`src/design/wfsd_pkg.sv`:
```
`default_nettype none

package wfsd_pkg;

    localparam int unsigned MaxVarintBytesDefault = 10;
    localparam logic [31:0] MaxLengthReset        = 32'd1048576;

    // wire types carried in the low three bits of a key
    localparam logic [2:0] WT_VARINT = 3'd0;
    localparam logic [2:0] WT_FIX64  = 3'd1;
    localparam logic [2:0] WT_LEN    = 3'd2;
    localparam logic [2:0] WT_FIX32  = 3'd5;

    localparam logic [7:0] VarintMore = 8'h80;
    localparam logic [7:0] VarintData = 8'h7f;

    typedef enum logic [2:0] {
        PH_KEY     = 3'd0,
        PH_VARINT  = 3'd1,
        PH_FIX64   = 3'd2,
        PH_FIX32   = 3'd3,
        PH_LEN     = 3'd4,
        PH_PAYLOAD = 3'd5,
        PH_SKIP    = 3'd6
    } phase_t;

    typedef enum logic [1:0] {
        KIND_SCALAR  = 2'd0,
        KIND_HEADER  = 2'd1,
        KIND_PAYLOAD = 2'd2,
        KIND_ERROR   = 2'd3
    } kind_t;

    typedef enum logic [1:0] {
        ERR_NONE     = 2'd0,
        ERR_WIRETYPE = 2'd1,
        ERR_LENGTH   = 2'd2,
        ERR_OVERLONG = 2'd3
    } err_t;

    typedef struct packed {
        kind_t       kind;
        logic [60:0] tag;
        logic [2:0]  wire_type;
        logic [63:0] value;
        logic [7:0]  payload_byte;
        logic        last_payload;
        err_t        error_code;
    } result_t;

endpackage

`default_nettype wire

```
`src/design/wfsd_parser.sv`:
```
`default_nettype none

module wfsd_parser
    import wfsd_pkg::*;
#(
    parameter int unsigned MAX_VARINT_BYTES = MaxVarintBytesDefault
) (
    input  wire logic        clk,
    input  wire logic        rst_n,
    input  wire logic        cfg_wr_en,
    input  wire logic [31:0] cfg_wr_data,
    input  wire logic        step_en,
    input  wire logic [7:0]  byte_in,
    output logic             res_valid,
    output result_t          res
);

    logic [31:0] max_length_reg;
    phase_t      phase_reg, phase_next;
    logic [3:0]  byte_count_reg, byte_count_next;
    logic [63:0] acc_reg, acc_next;
    logic [60:0] held_tag_reg, held_tag_next;
    logic [2:0]  held_wt_reg, held_wt_next;
    logic [31:0] bytes_left_reg, bytes_left_next;

    logic [6:0]  vshift;
    logic [63:0] vacc;
    logic        vmore;
    logic        vlong;
    logic [3:0]  bc_inc;
    logic [63:0] facc;
    logic [3:0]  fneed;

    always_ff @(posedge clk or negedge rst_n)
    begin
        if (!rst_n)
        begin
            max_length_reg <= MaxLengthReset;
        end
        else if (cfg_wr_en)
        begin
            max_length_reg <= cfg_wr_data;
        end
    end

    always_ff @(posedge clk or negedge rst_n)
    begin
        if (!rst_n)
        begin
            phase_reg      <= PH_KEY;
            byte_count_reg <= '0;
            acc_reg        <= '0;
            held_tag_reg   <= '0;
            held_wt_reg    <= '0;
            bytes_left_reg <= '0;
        end
        else if (step_en)
        begin
            phase_reg      <= phase_next;
            byte_count_reg <= byte_count_next;
            acc_reg        <= acc_next;
            held_tag_reg   <= held_tag_next;
            held_wt_reg    <= held_wt_next;
            bytes_left_reg <= bytes_left_next;
        end
    end

    // per-byte arithmetic shared by the phases
    always_comb
    begin
        vshift = {3'b000, byte_count_reg} * 7'd7;
        if (vshift < 7'd64)
        begin
            vacc = acc_reg | ({56'b0, byte_in & VarintData} << vshift[5:0]);
        end
        else
        begin
            vacc = acc_reg;
        end
        vmore  = (byte_in & VarintMore) != 8'h00;
        bc_inc = byte_count_reg + 4'd1;
        vlong  = vmore && ({1'b0, byte_count_reg} + 5'd1 >= 5'(MAX_VARINT_BYTES));
        facc   = acc_reg | ({56'b0, byte_in} << {byte_count_reg[2:0], 3'b000});
        fneed  = (phase_reg == PH_FIX64) ? 4'd8 : 4'd4;
    end

    always_comb
    begin
        phase_next      = phase_reg;
        byte_count_next = byte_count_reg;
        acc_next        = acc_reg;
        held_tag_next   = held_tag_reg;
        held_wt_next    = held_wt_reg;
        bytes_left_next = bytes_left_reg;
        res_valid       = 1'b0;
        res             = '0;
        res.tag         = held_tag_reg;
        res.wire_type   = held_wt_reg;

        unique case (phase_reg)
            PH_VARINT, PH_LEN:
            begin
                acc_next = vacc;
                if (!vmore)
                begin
                    res_valid       = 1'b1;
                    res.value       = vacc;
                    phase_next      = PH_KEY;
                    byte_count_next = '0;
                    acc_next        = '0;
                    if (phase_reg == PH_VARINT)
                    begin
                        res.kind = KIND_SCALAR;
                    end
                    else if (vacc > {32'b0, max_length_reg})
                    begin
                        res.kind       = KIND_ERROR;
                        res.error_code = ERR_LENGTH;
                    end
                    else
                    begin
                        res.kind = KIND_HEADER;
                        if (vacc != 64'd0)
                        begin
                            bytes_left_next = vacc[31:0];
                            phase_next      = PH_PAYLOAD;
                        end
                    end
                end
                else if (vlong)
                begin
                    phase_next     = PH_SKIP;
                    res_valid      = 1'b1;
                    res.kind       = KIND_ERROR;
                    res.error_code = ERR_OVERLONG;
                end
                else
                begin
                    byte_count_next = bc_inc;
                end
            end

            PH_FIX64, PH_FIX32:
            begin
                if (bc_inc < fneed)
                begin
                    acc_next        = facc;
                    byte_count_next = bc_inc;
                end
                else
                begin
                    res_valid       = 1'b1;
                    res.kind        = KIND_SCALAR;
                    res.value       = facc;
                    phase_next      = PH_KEY;
                    byte_count_next = '0;
                    acc_next        = '0;
                end
            end

            PH_PAYLOAD:
            begin
                res_valid        = 1'b1;
                res.kind         = KIND_PAYLOAD;
                res.payload_byte = byte_in;
                if (bytes_left_reg <= 32'd1)
                begin
                    res.last_payload = 1'b1;
                    bytes_left_next  = '0;
                    phase_next       = PH_KEY;
                    byte_count_next  = '0;
                    acc_next         = '0;
                end
                else
                begin
                    bytes_left_next = bytes_left_reg - 32'd1;
                end
            end

            PH_SKIP:
            begin
                if (!vmore)
                begin
                    phase_next      = PH_KEY;
                    byte_count_next = '0;
                    acc_next        = '0;
                end
            end

            // key, and the unused phase code
            default:
            begin
                phase_next = PH_KEY;
                acc_next   = vacc;
                if (!vmore)
                begin
                    held_tag_next   = vacc[63:3];
                    held_wt_next    = vacc[2:0];
                    byte_count_next = '0;
                    acc_next        = '0;
                    res.tag         = vacc[63:3];
                    res.wire_type   = vacc[2:0];
                    unique case (vacc[2:0])
                        WT_VARINT:
                        begin
                            phase_next = PH_VARINT;
                        end
                        WT_FIX64:
                        begin
                            phase_next = PH_FIX64;
                        end
                        WT_LEN:
                        begin
                            phase_next = PH_LEN;
                        end
                        WT_FIX32:
                        begin
                            phase_next = PH_FIX32;
                        end
                        default:
                        begin
                            res_valid      = 1'b1;
                            res.kind       = KIND_ERROR;
                            res.error_code = ERR_WIRETYPE;
                        end
                    endcase
                end
                else if (vlong)
                begin
                    held_tag_next  = '0;
                    held_wt_next   = '0;
                    phase_next     = PH_SKIP;
                    res_valid      = 1'b1;
                    res.kind       = KIND_ERROR;
                    res.tag        = '0;
                    res.wire_type  = '0;
                    res.error_code = ERR_OVERLONG;
                end
                else
                begin
                    byte_count_next = bc_inc;
                end
            end
        endcase
    end

    a_payload_has_bytes: assert property (@(posedge clk) disable iff (!rst_n)
        phase_reg == PH_PAYLOAD |-> bytes_left_reg != 32'd0)
        else $error("payload phase with no bytes left");

    a_varint_count: assert property (@(posedge clk) disable iff (!rst_n)
        (phase_reg == PH_KEY || phase_reg == PH_VARINT || phase_reg == PH_LEN)
        |-> {1'b0, byte_count_reg} < 5'(MAX_VARINT_BYTES))
        else $error("varint byte count past limit");

    a_fixed_count: assert property (@(posedge clk) disable iff (!rst_n)
        (phase_reg == PH_FIX64 || phase_reg == PH_FIX32) |-> byte_count_reg < 4'd8)
        else $error("fixed word byte count out of range");

    a_error_coded: assert property (@(posedge clk) disable iff (!rst_n)
        res_valid |-> ((res.kind == KIND_ERROR) == (res.error_code != ERR_NONE)))
        else $error("error kind and error code disagree");

    a_key_after_header: assert property (@(posedge clk) disable iff (!rst_n)
        step_en && res_valid && res.kind == KIND_HEADER && res.value == 64'd0
        |=> phase_reg == PH_KEY)
        else $error("empty field did not return to key");

endmodule

`default_nettype wire

```
`src/design/wfsd_out_stage.sv`:
```
`default_nettype none

module wfsd_out_stage
    import wfsd_pkg::*;
(
    input  wire logic    clk,
    input  wire logic    rst_n,
    input  wire logic    load,
    input  wire result_t res_in,
    input  wire logic    ready,
    output logic         can_load,
    output logic         valid,
    output result_t      res_out
);

    logic    valid_reg, valid_next;
    result_t res_reg;

    // free, or emptied by the sink in this cycle
    assign can_load = !valid_reg || ready;

    always_comb
    begin
        valid_next = valid_reg;
        if (can_load)
        begin
            valid_next = load;
        end
    end

    always_ff @(posedge clk or negedge rst_n)
    begin
        if (!rst_n)
        begin
            valid_reg <= 1'b0;
        end
        else
        begin
            valid_reg <= valid_next;
        end
    end

    always_ff @(posedge clk)
    begin
        if (can_load && load)
        begin
            res_reg <= res_in;
        end
    end

    assign valid   = valid_reg;
    assign res_out = res_reg;

endmodule

`default_nettype wire

```
`src/design/wire_field_stream_decoder.sv`:
```
`default_nettype none

// Streaming decoder for the protobuf wire format, one byte per item. Each
// key varint is split into a field tag and a wire type; the value follows as
// a varint, a little-endian fixed64 or fixed32 word, or a length varint and
// the payload bytes. Results are: a scalar item per finished scalar field, a
// header item per length field, one item per payload byte (last marked), and
// an error item for a bad wire type, a length above max_length or a varint
// that runs past MAX_VARINT_BYTES bytes; after an overlong varint the stream
// is dropped up to the end of that varint, otherwise parsing resumes at the
// next byte as a key. Many bytes yield no result. Throughput is one byte per
// clock: the byte is held in an input register, the parse step is a single
// pass of logic into the result register, and in_ready stays high as long as
// the result register is free or being drained. A byte goes from the input
// register through the parse step into the result register and the output.
// max_length may be rewritten only while the block is idle.
module wire_field_stream_decoder
    import wfsd_pkg::*;
#(
    parameter int unsigned MAX_VARINT_BYTES = MaxVarintBytesDefault
) (
    input  wire logic        clk,
    input  wire logic        rst_n,

    // configuration: max_length
    input  wire logic        cfg_wr_en,
    input  wire logic [31:0] cfg_wr_data,

    // byte items in
    input  wire logic        in_valid,
    output logic             in_ready,
    input  wire logic [7:0]  data_byte,

    // result items out
    output logic             out_valid,
    input  wire logic        out_ready,
    output logic [1:0]       kind,
    output logic [60:0]      tag,
    output logic [2:0]       wire_type,
    output logic [63:0]      value,
    output logic [7:0]       payload_byte,
    output logic             last_payload,
    output logic [1:0]       error_code
);

    logic        in_valid_reg, in_valid_next;
    logic [7:0]  data_reg;
    logic        step_en;
    logic        out_can_load;
    logic        step_res_valid;
    result_t     step_res;
    result_t     out_res;

    // the held byte is parsed once the result register can take its result
    assign step_en  = in_valid_reg && out_can_load;
    assign in_ready = !in_valid_reg || step_en;

    always_comb
    begin
        in_valid_next = in_valid_reg;
        if (in_ready)
        begin
            in_valid_next = in_valid;
        end
    end

    always_ff @(posedge clk or negedge rst_n)
    begin
        if (!rst_n)
        begin
            in_valid_reg <= 1'b0;
        end
        else
        begin
            in_valid_reg <= in_valid_next;
        end
    end

    // byte register, no reset needed
    always_ff @(posedge clk)
    begin
        if (in_ready && in_valid)
        begin
            data_reg <= data_byte;
        end
    end

    wfsd_parser #(
        .MAX_VARINT_BYTES (MAX_VARINT_BYTES)
    ) u_parser (
        .clk         (clk),
        .rst_n       (rst_n),
        .cfg_wr_en   (cfg_wr_en),
        .cfg_wr_data (cfg_wr_data),
        .step_en     (step_en),
        .byte_in     (data_reg),
        .res_valid   (step_res_valid),
        .res         (step_res)
    );

    wfsd_out_stage u_out_stage (
        .clk      (clk),
        .rst_n    (rst_n),
        .load     (step_en && step_res_valid),
        .res_in   (step_res),
        .ready    (out_ready),
        .can_load (out_can_load),
        .valid    (out_valid),
        .res_out  (out_res)
    );

    // result fields onto their own ports
    assign kind         = out_res.kind;
    assign tag          = out_res.tag;
    assign wire_type    = out_res.wire_type;
    assign value        = out_res.value;
    assign payload_byte = out_res.payload_byte;
    assign last_payload = out_res.last_payload;
    assign error_code   = out_res.error_code;

endmodule

`default_nettype wire

```
`config.mk`:
```
export PLATFORM = sky130hd
export DESIGN_NAME = wire_field_stream_decoder
export DESIGN_NICKNAME = d
export VERILOG_FILES = /design/src/design/wfsd_pkg.sv /design/src/design/wfsd_parser.sv /design/src/design/wfsd_out_stage.sv /design/src/design/wire_field_stream_decoder.sv
export SDC_FILE = /design/constraint.sdc
export NUM_CORES = 1
export LEC_CHECK = 0
export BUFFER_PORTS_ARGS = -buffer_cell sky130_fd_sc_hd__buf_2
export CORE_ASPECT_RATIO = 0.9
export CORE_MARGIN = 2
export CORE_UTILIZATION = 50
export CTS_BUF_LIST = sky130_fd_sc_hd__clkbuf_8 sky130_fd_sc_hd__clkbuf_16
export DETAILED_ROUTE_END_ITERATION = 8
export PLACE_DENSITY = 0.75
export REMOVE_ABC_BUFFERS = 1
export SKIP_CTS_REPAIR_TIMING = 1
export SKIP_LAST_GASP = 1
export SLEW_MARGIN = 20
export SYNTH_ARGS = -nofsm -noshare
export SYNTH_HDL_FRONTEND = slang
export SYNTH_SLANG_ARGS = --single-unit
```
`constraint.sdc`:
```
create_clock -name clk -period 10.97 [get_ports clk]
set_input_delay 1.6455 -clock clk [delete_from_list [all_inputs] [get_ports clk]]
set_output_delay 1.6455 -clock clk [all_outputs]
set_load 0.02 [all_outputs]
```
* Word-level counts from Yosys, hierarchy flattened
Cells that the tools add are included.
** Cells by class
- Multiply operators :: 1
- Magnitude comparators :: 5
- Shift operators :: 2
- Bitwise gates (word level) :: 3
- Eq/ne operators :: 19
- Div/mod/pow operators :: 0
- Add/sub/neg operators :: 3
- Reductions and logical operators :: 23
- Mux-type cells :: 60
** Operators by type and width (number)
- $mux W64 :: 8
- $pmux W64 S3 :: 1
- $mux W32 :: 5
- $mux W66 :: 2
- $or A64 B64 Y64 :: 2
- $pmux W64 S2 :: 1
- $mux W61 :: 2
- $gt A64 B32 Y1 :: 1
- $pmux W32 S2 :: 1
- $reduce_bool A64 Y1 :: 1
- $shl A7 B6 Y64 :: 1
- $shl A8 B6 Y64 :: 1
- $mux W3 :: 12
- $le A32 B1 Y1 const B :: 1
- $sub A32 B1 Y32 const B :: 1
- $mux W4 :: 6
- $pmux W3 S4 :: 2
- $mux W2 :: 9
- $eq A3 B3 Y1 const B :: 4
- $pmux W4 S3 :: 1
- $ne A2 B2 Y1 const B :: 5
- $eq A3 B2 Y1 const B :: 3
- $reduce_or A4 Y1 :: 2
- $lt A7 B7 Y1 const B :: 1
- 26 further kinds :: 43
** Word-level totals
- Output and inout bits :: 143
- Flip-flop bits (word level) :: 350
- Bits of input ports :: 45
- Memory bits (writable) :: 0
- Bits in latches :: 0
- Bits in read-only memories :: 0
- Memories :: 0
- Word-level logic and storage cells :: 133

* Depth between registers and ports, before layout
- Word-level depth :: 11
- Depth in mapped cells :: 29
- Depth with buffers taken out :: 22

* Hierarchy
Synthesis repeated with hierarchy kept, for this count alone.
** Second synthesis, totals
- Cells, all modules :: 2003
- Area total of the unflattened synthesis :: 18599.1 sq um
** Modules (own cells, without submodules)
- wfsd_parser :: times used 1, cells an instance 1844, seq. area each 4981.0 sq um, area an instance 14004.7 sq um
- wfsd_out_stage :: times used 1, cells an instance 145, seq. area each 4259.1 sq um, area an instance 4287.9 sq um
- wire_field_stream_decoder :: times used 1, cells an instance 14, seq. area each 265.3 sq um, area an instance 306.5 sq um

* Worst setup path before layout
No wires, ideal clock.
- Path type :: flip-flop to flip-flop
- Start :: register u_parser.byte_count_reg[0]
- End :: register u_out_stage.res_reg, in the netlist u_out_stage.res_out[0], enable pin
- Library setup time :: 0.643 ns
- Cell stages (with the launch flop) :: 21
- Buffers on the path :: 5
- Data arrival time :: 10.269 ns
- Data required time :: 10.327 ns
- Slack :: 0.058 ns
- Clock period less this slack :: 10.912 ns
- Cells stage by stage :: dfrtp_1 -> buf_2 -> buf_2 -> buf_1 -> inv_1 -> fa_1 -> inv_1 -> ha_1 -> inv_1 -> fa_1 -> clkbuf_1 -> clkbuf_1 -> nor4b_1 -> o211a_1 -> a21oi_1 -> inv_1 -> o21a_1 -> nor2_1 -> nor2_1 -> nor3_1 -> nor2_1
** On the way
- Longest elaborated chain between the ends :: 11
- Elaborated cells between the ends (all ways) :: 23
- Those cells by class :: add/sub: 2; mul: 1; order compare: 3; eq/ne: 3; shift: 1; mux: 7; bitwise: 1; reduce/logical: 5
** RTL lines
- from (decl) :: line wfsd_parser.sv:20 : logic [3:0] byte_count_reg, byte_count_next;
- from (signal assigned) :: line wfsd_parser.sv:60 : byte_count_reg <= byte_count_next;
- $mul A4 B3 Y7 :: line wfsd_parser.sv:71 : vshift = {3'b000, byte_count_reg} * 7'd7;
- $shl A7 B6 Y64 :: line wfsd_parser.sv:74 : vacc = acc_reg | ({56'b0, byte_in & VarintData} << vshift[5:0]);
- $or A64 B64 Y64 :: line wfsd_parser.sv:74
- $mux W64 :: line wfsd_parser.sv:72 : if (vshift < 7'd64)
- $eq A3 B1 Y1, or another cell as far along :: line wfsd_parser.sv:203 : unique case (vacc[2:0])
- $reduce_or A4 Y1 (no source line)
- $mux W1 :: line wfsd_parser.sv:203
- $mux W1 :: line wfsd_parser.sv:195 : if (!vmore)
- $pmux W1 S4 (*) :: line wfsd_parser.sv:100 : unique case (phase_reg)
- $logic_and A1 B1 Y1 (*) :: line wire_field_stream_decoder.sv:104 : .load (step_en && step_res_valid),
- $logic_and A1 B1 Y1 (*) :: line wfsd_out_stage.sv:45 : if (can_load && load)
- to (signal assigned) :: line wfsd_out_stage.sv:47 : res_reg <= res_in;
- to (decl) :: line wfsd_out_stage.sv:17 : result_t res_reg;
Mark *: on every way between the ends. The rest lies on a longest branch, timed or not.
A chain may end at the register's enable or synchronous reset.

* Final worst setup path
- Start :: register u_parser.byte_count_reg[2]
- End :: register u_parser.bytes_left_reg[1]
** On the way
- Longest elaborated chain between the ends :: 9
- Elaborated cells between the ends (all ways) :: 15
- Those cells by class :: mul: 1; order compare: 2; eq/ne: 2; shift: 1; mux: 6; bitwise: 1; reduce/logical: 2
** RTL lines
- $mul A4 B3 Y7 (*) :: line wfsd_parser.sv:71
- $shl A7 B6 Y64 :: line wfsd_parser.sv:74
- $or A64 B64 Y64 :: line wfsd_parser.sv:74
- $mux W64 (*) :: line wfsd_parser.sv:72
- parallel branches: the longest is 5 deep, another holds $gt A64 B32 Y1
- to (signal assigned) :: line wfsd_parser.sv:64 : bytes_left_reg <= bytes_left_next;
- to (decl) :: line wfsd_parser.sv:24 : logic [31:0] bytes_left_reg, bytes_left_next;
Mark *: on every way between the ends. The select of a mux whose other input is x is not followed.

==> out/metrics.csv <==
metric,value,unit
DIE HEIGHT,186.3,um
Post-Synth XOR/XNOR Area,0.2373,%
adder-cell share of the synthesized area,3.350,%
Reg2Reg Setup Slack,2.65,ns
die area,38460,um^2
GR Layer Usage met3,7.195,%
worst skew pair latency,0.55,ns
Synth top cells by count,"nand2_1, a21oi_1, o21ai_0, dfrtp_1, edfxtp_1",
largest net degree at the start of global routing,79,
GPL Wtd Cong,1.037,
worst r2r src,u_parser.byte_count_reg[2],
Max Clk Rate,120.1,MHz
Tmin final,8.325,ns
unrepaired setup endpoints after global routing,false,
Rows,66,
core footprint,36250,um^2
Final HPWL DP,44.41,mm
outcome,finished clean,
sequential-to-total area share from yosys stat,51.51,%
fillcell total,3189,
Compound-Gate Fraction of Synth Area,24.34,%
Final Setup Violations,0,
grt ovf,0,
Synth area leader,dfrtp_1,
initial antenna violation count,1,
met2 Use GR,52.03,%
IO Port Bufs,187,
max_cap viols,0,
Synth Instances,1971,
pwr/cell area,304.5,nW/um^2
vias per inst,6.536,
largest family of logic cells by synthesized area,compound AO/OA/AOI/OAI gates,
Crit path max-delay family,simple AND/OR/NAND/NOR gates,
Worst Path Buf+Inv,5,
busiest grt layer,met2,
worst reg2reg path depth,22,
CP Capture Type,flop,
CP required,11.37,ns
clk sinks,350,
startpoint types,flop,
final WL,65.34,mm
clock buffer count from CTS,37,
first-pass GRT wire length,98.01,mm
Area Growth Syn to Fin,14.65,%
"slowest stage delay, CP",0.84,ns
Reg-to-Reg End,u_parser.bytes_left_reg[1],
most numerous cell in the Yosys netlist,nand2_1,
register bit total from synthesis,350,
"Core Util, Final",58.36,%
worst path cell trace,clkinv_1 > fa_1 > inv_1 > ha_1 > inv_1 > fa_1 > buf_4 > nand2b_1 > o32ai_1 > a21oi_1 > inv_1 > ha_1 > nand4_1 > nor4_1 > nand2_1 > a221o_1 > a211oi_1 > nand4_1 > or4b_1 > or4_1 > a221oi_1 > a21oi_1,
Sequential Area,9507,um^2
layout cells sized above 1,16.57,%
clk slew on worst S/H paths,0.07,ns
vias in the first global route,15965,
CTS tree,yes,
max reg flops,141,
most used cell along the critical path,inv_1,
DR WL/cell,25.05,um
Initial Util,50.90,%
fin nets,2193,
critical path class,reg2reg,
drt initial violations,2163,
total iterations of the first detailed-routing run,8,
Bufs on Longest Clock Path,3,
met1 Track Usage GR,46.56,%
endpoints failing hold,0,
Simple-Gate Fraction of Synth Area,14.48,%
Residual DRC,0,
Synth Flop Type,dfrtp_1,
Slew @ Worst Pin,1.039,ns
area of the multi-input gates,8145,um^2
Synth cell types,77,
Post-synth ARST share,57.43,%
Worst VDD drop,0.1716,mV
CP max-delay cell,or4_1,
type of the most critical hold path,reg2reg,
synth warn,0,
Worst EP arrival,8.72,ns
CTS H-tree depth,2,
Fin Clk Skew,0.02326,ns
"top cells by area, synth","dfrtp_1, edfxtp_1, a21oi_1",
Slew headroom,30.76,%
synthesized area,18450,um^2
Final ANT Viol Nets,0,
fin crit share,75.89,%
hold-critical path depth,2,
max-slew violations,0,
CP max FO,15,
mux share of post-synthesis cell area,1.370,%
Die Width,206.5,um
HP Start,u_parser.held_tag_reg[20],
Hold Path End,u_parser.held_tag_reg[20],
number of synthesized flops with an enable pin,149,
Tot Pwr,6.443,mW
total number of vias,17046,
clock root buffer master,clkbuf_16,
Synth top area share,27.12,%
total track usage,34.00,%
Synth Area per Inst,9.362,um^2
# IOs,188,
Leakage,8.787,nW
-- where the power goes --
group | switching (mW) | internal, mW
sequential | 0.209 | 1.83
combinational | 2.23 | 0.835
clock | 0.524 | 0.821
total | 2.96 | 3.48
-- cell usage in the layout (no fill, tap or decap), types with 6 or more instances in the layout --
cell / synthesis / routed
a21oi_1: 260 / 259
nor2b_1: 16 / 14
nand2_1: 270 / 268
o21a_1: 6 / 6
a221oi_1: 6 / 6
o2bb2ai_1: 7 / 7
nor2_1: 56 / 53
buf_2: 6 / 186
clkbuf_16: 0 / 39
ha_1: 43 / 43
nand3_1: 14 / 13
nor4_1: 19 / 19
or2_2: 33 / 33
o211ai_1: 10 / 10
edfxtp_1: 149 / 149
and3_1: 9 / 8
clkinv_1: 2 / 8
and2_1: 7 / 7
bufinv_16: 0 / 7
or4_1: 9 / 9
a211oi_1: 6 / 6
inv_1: 83 / 91
a31oi_1: 39 / 39
a22o_1: 21 / 21
o21ai_0: 235 / 234
o32ai_1: 10 / 10
nand2b_1: 51 / 50
or3_1: 14 / 14
dfrtp_1: 200 / 199
nand4_1: 12 / 12
o22ai_1: 85 / 85
mux2_2: 8 / 8
buf_4: 1 / 45
mux2i_1: 8 / 8
o31ai_1: 45 / 45
nor3_1: 24 / 23
-- routing by layer --
layer / vias to the layer above / wire (um)
met5: - / 13
li1: 7510 / -
met4: 2 / 3228
met2: 1043 / 29330
met3: 207 / 6796
met1: 8284 / 25980
-- kinds of logic (layout without fill, tap and decap cells) --
family | count (synthesis) | count (layout)
simple gates | 553 | 553
fa+ha+maj | 47 | 47
buf+inv | 226 | 385
xor+xnor | 5 | 5
flops | 350 | 350
other cells | 0 | 2
compound gates | 770 | 770
mux | 20 | 20
-- worst max-delay path by stage --
stage | startpoint | endpoint | slack (ns) | cells after the start
6_report | u_parser.byte_count_reg[2] | u_parser.bytes_left_reg[1] | 2.65 | 22
5_1_grt | u_parser.byte_count_reg[2] | u_parser.bytes_left_reg[1] | 2.34 | 20
4_1_cts | u_parser.byte_count_reg[2] | u_parser.bytes_left_reg[1] | 2.86 | 20
3_5_place_dp | u_parser.byte_count_reg[2] | u_parser.bytes_left_reg[1] | 2.84 | 20
3_3_place_gp | u_parser.byte_count_reg[2] | u_parser.bytes_left_reg[1] | 2.94 | 22
2_1_floorplan | u_parser.byte_count_reg[0] | u_out_stage.res_out[0] | -0.40 | 14
-- layout make-up --
cell class / count / area share, %
sequential: 350 / 44.93
multi-input combinational: 1395 / 38.50
timing repair buffer: 232 / 6.062
clock buffer: 41 / 4.743
tap: 476 / 2.815
inverter: 85 / 1.508
clock inverter: 27 / 1.413
antenna: 2 / 0.02366
-- worst min-delay path: stages (launching register included) --
cell and delay [ns]:
dfrtp_1 0.34, nand2_1 0.05, o31ai_1 0.05
-- per-stage QoR --
step	cell area (um^2)	setup WS, ns	hold WS, ns	setup TNS, ns	std cells
after floorplan	17900	-0.3977	0.4481	-56.07	1830
after global placement	19850	2.943	0.4584	0	2538
after detailed placement	19850	2.838	0.4654	0	2538
after CTS	21150	2.859	0.4786	0	2606
after global routing	21150	2.336	0.5056	0	2606
final	21160	2.645	0.4781	0	2608
No activity file was read; power rests on OpenSTA's default activity.
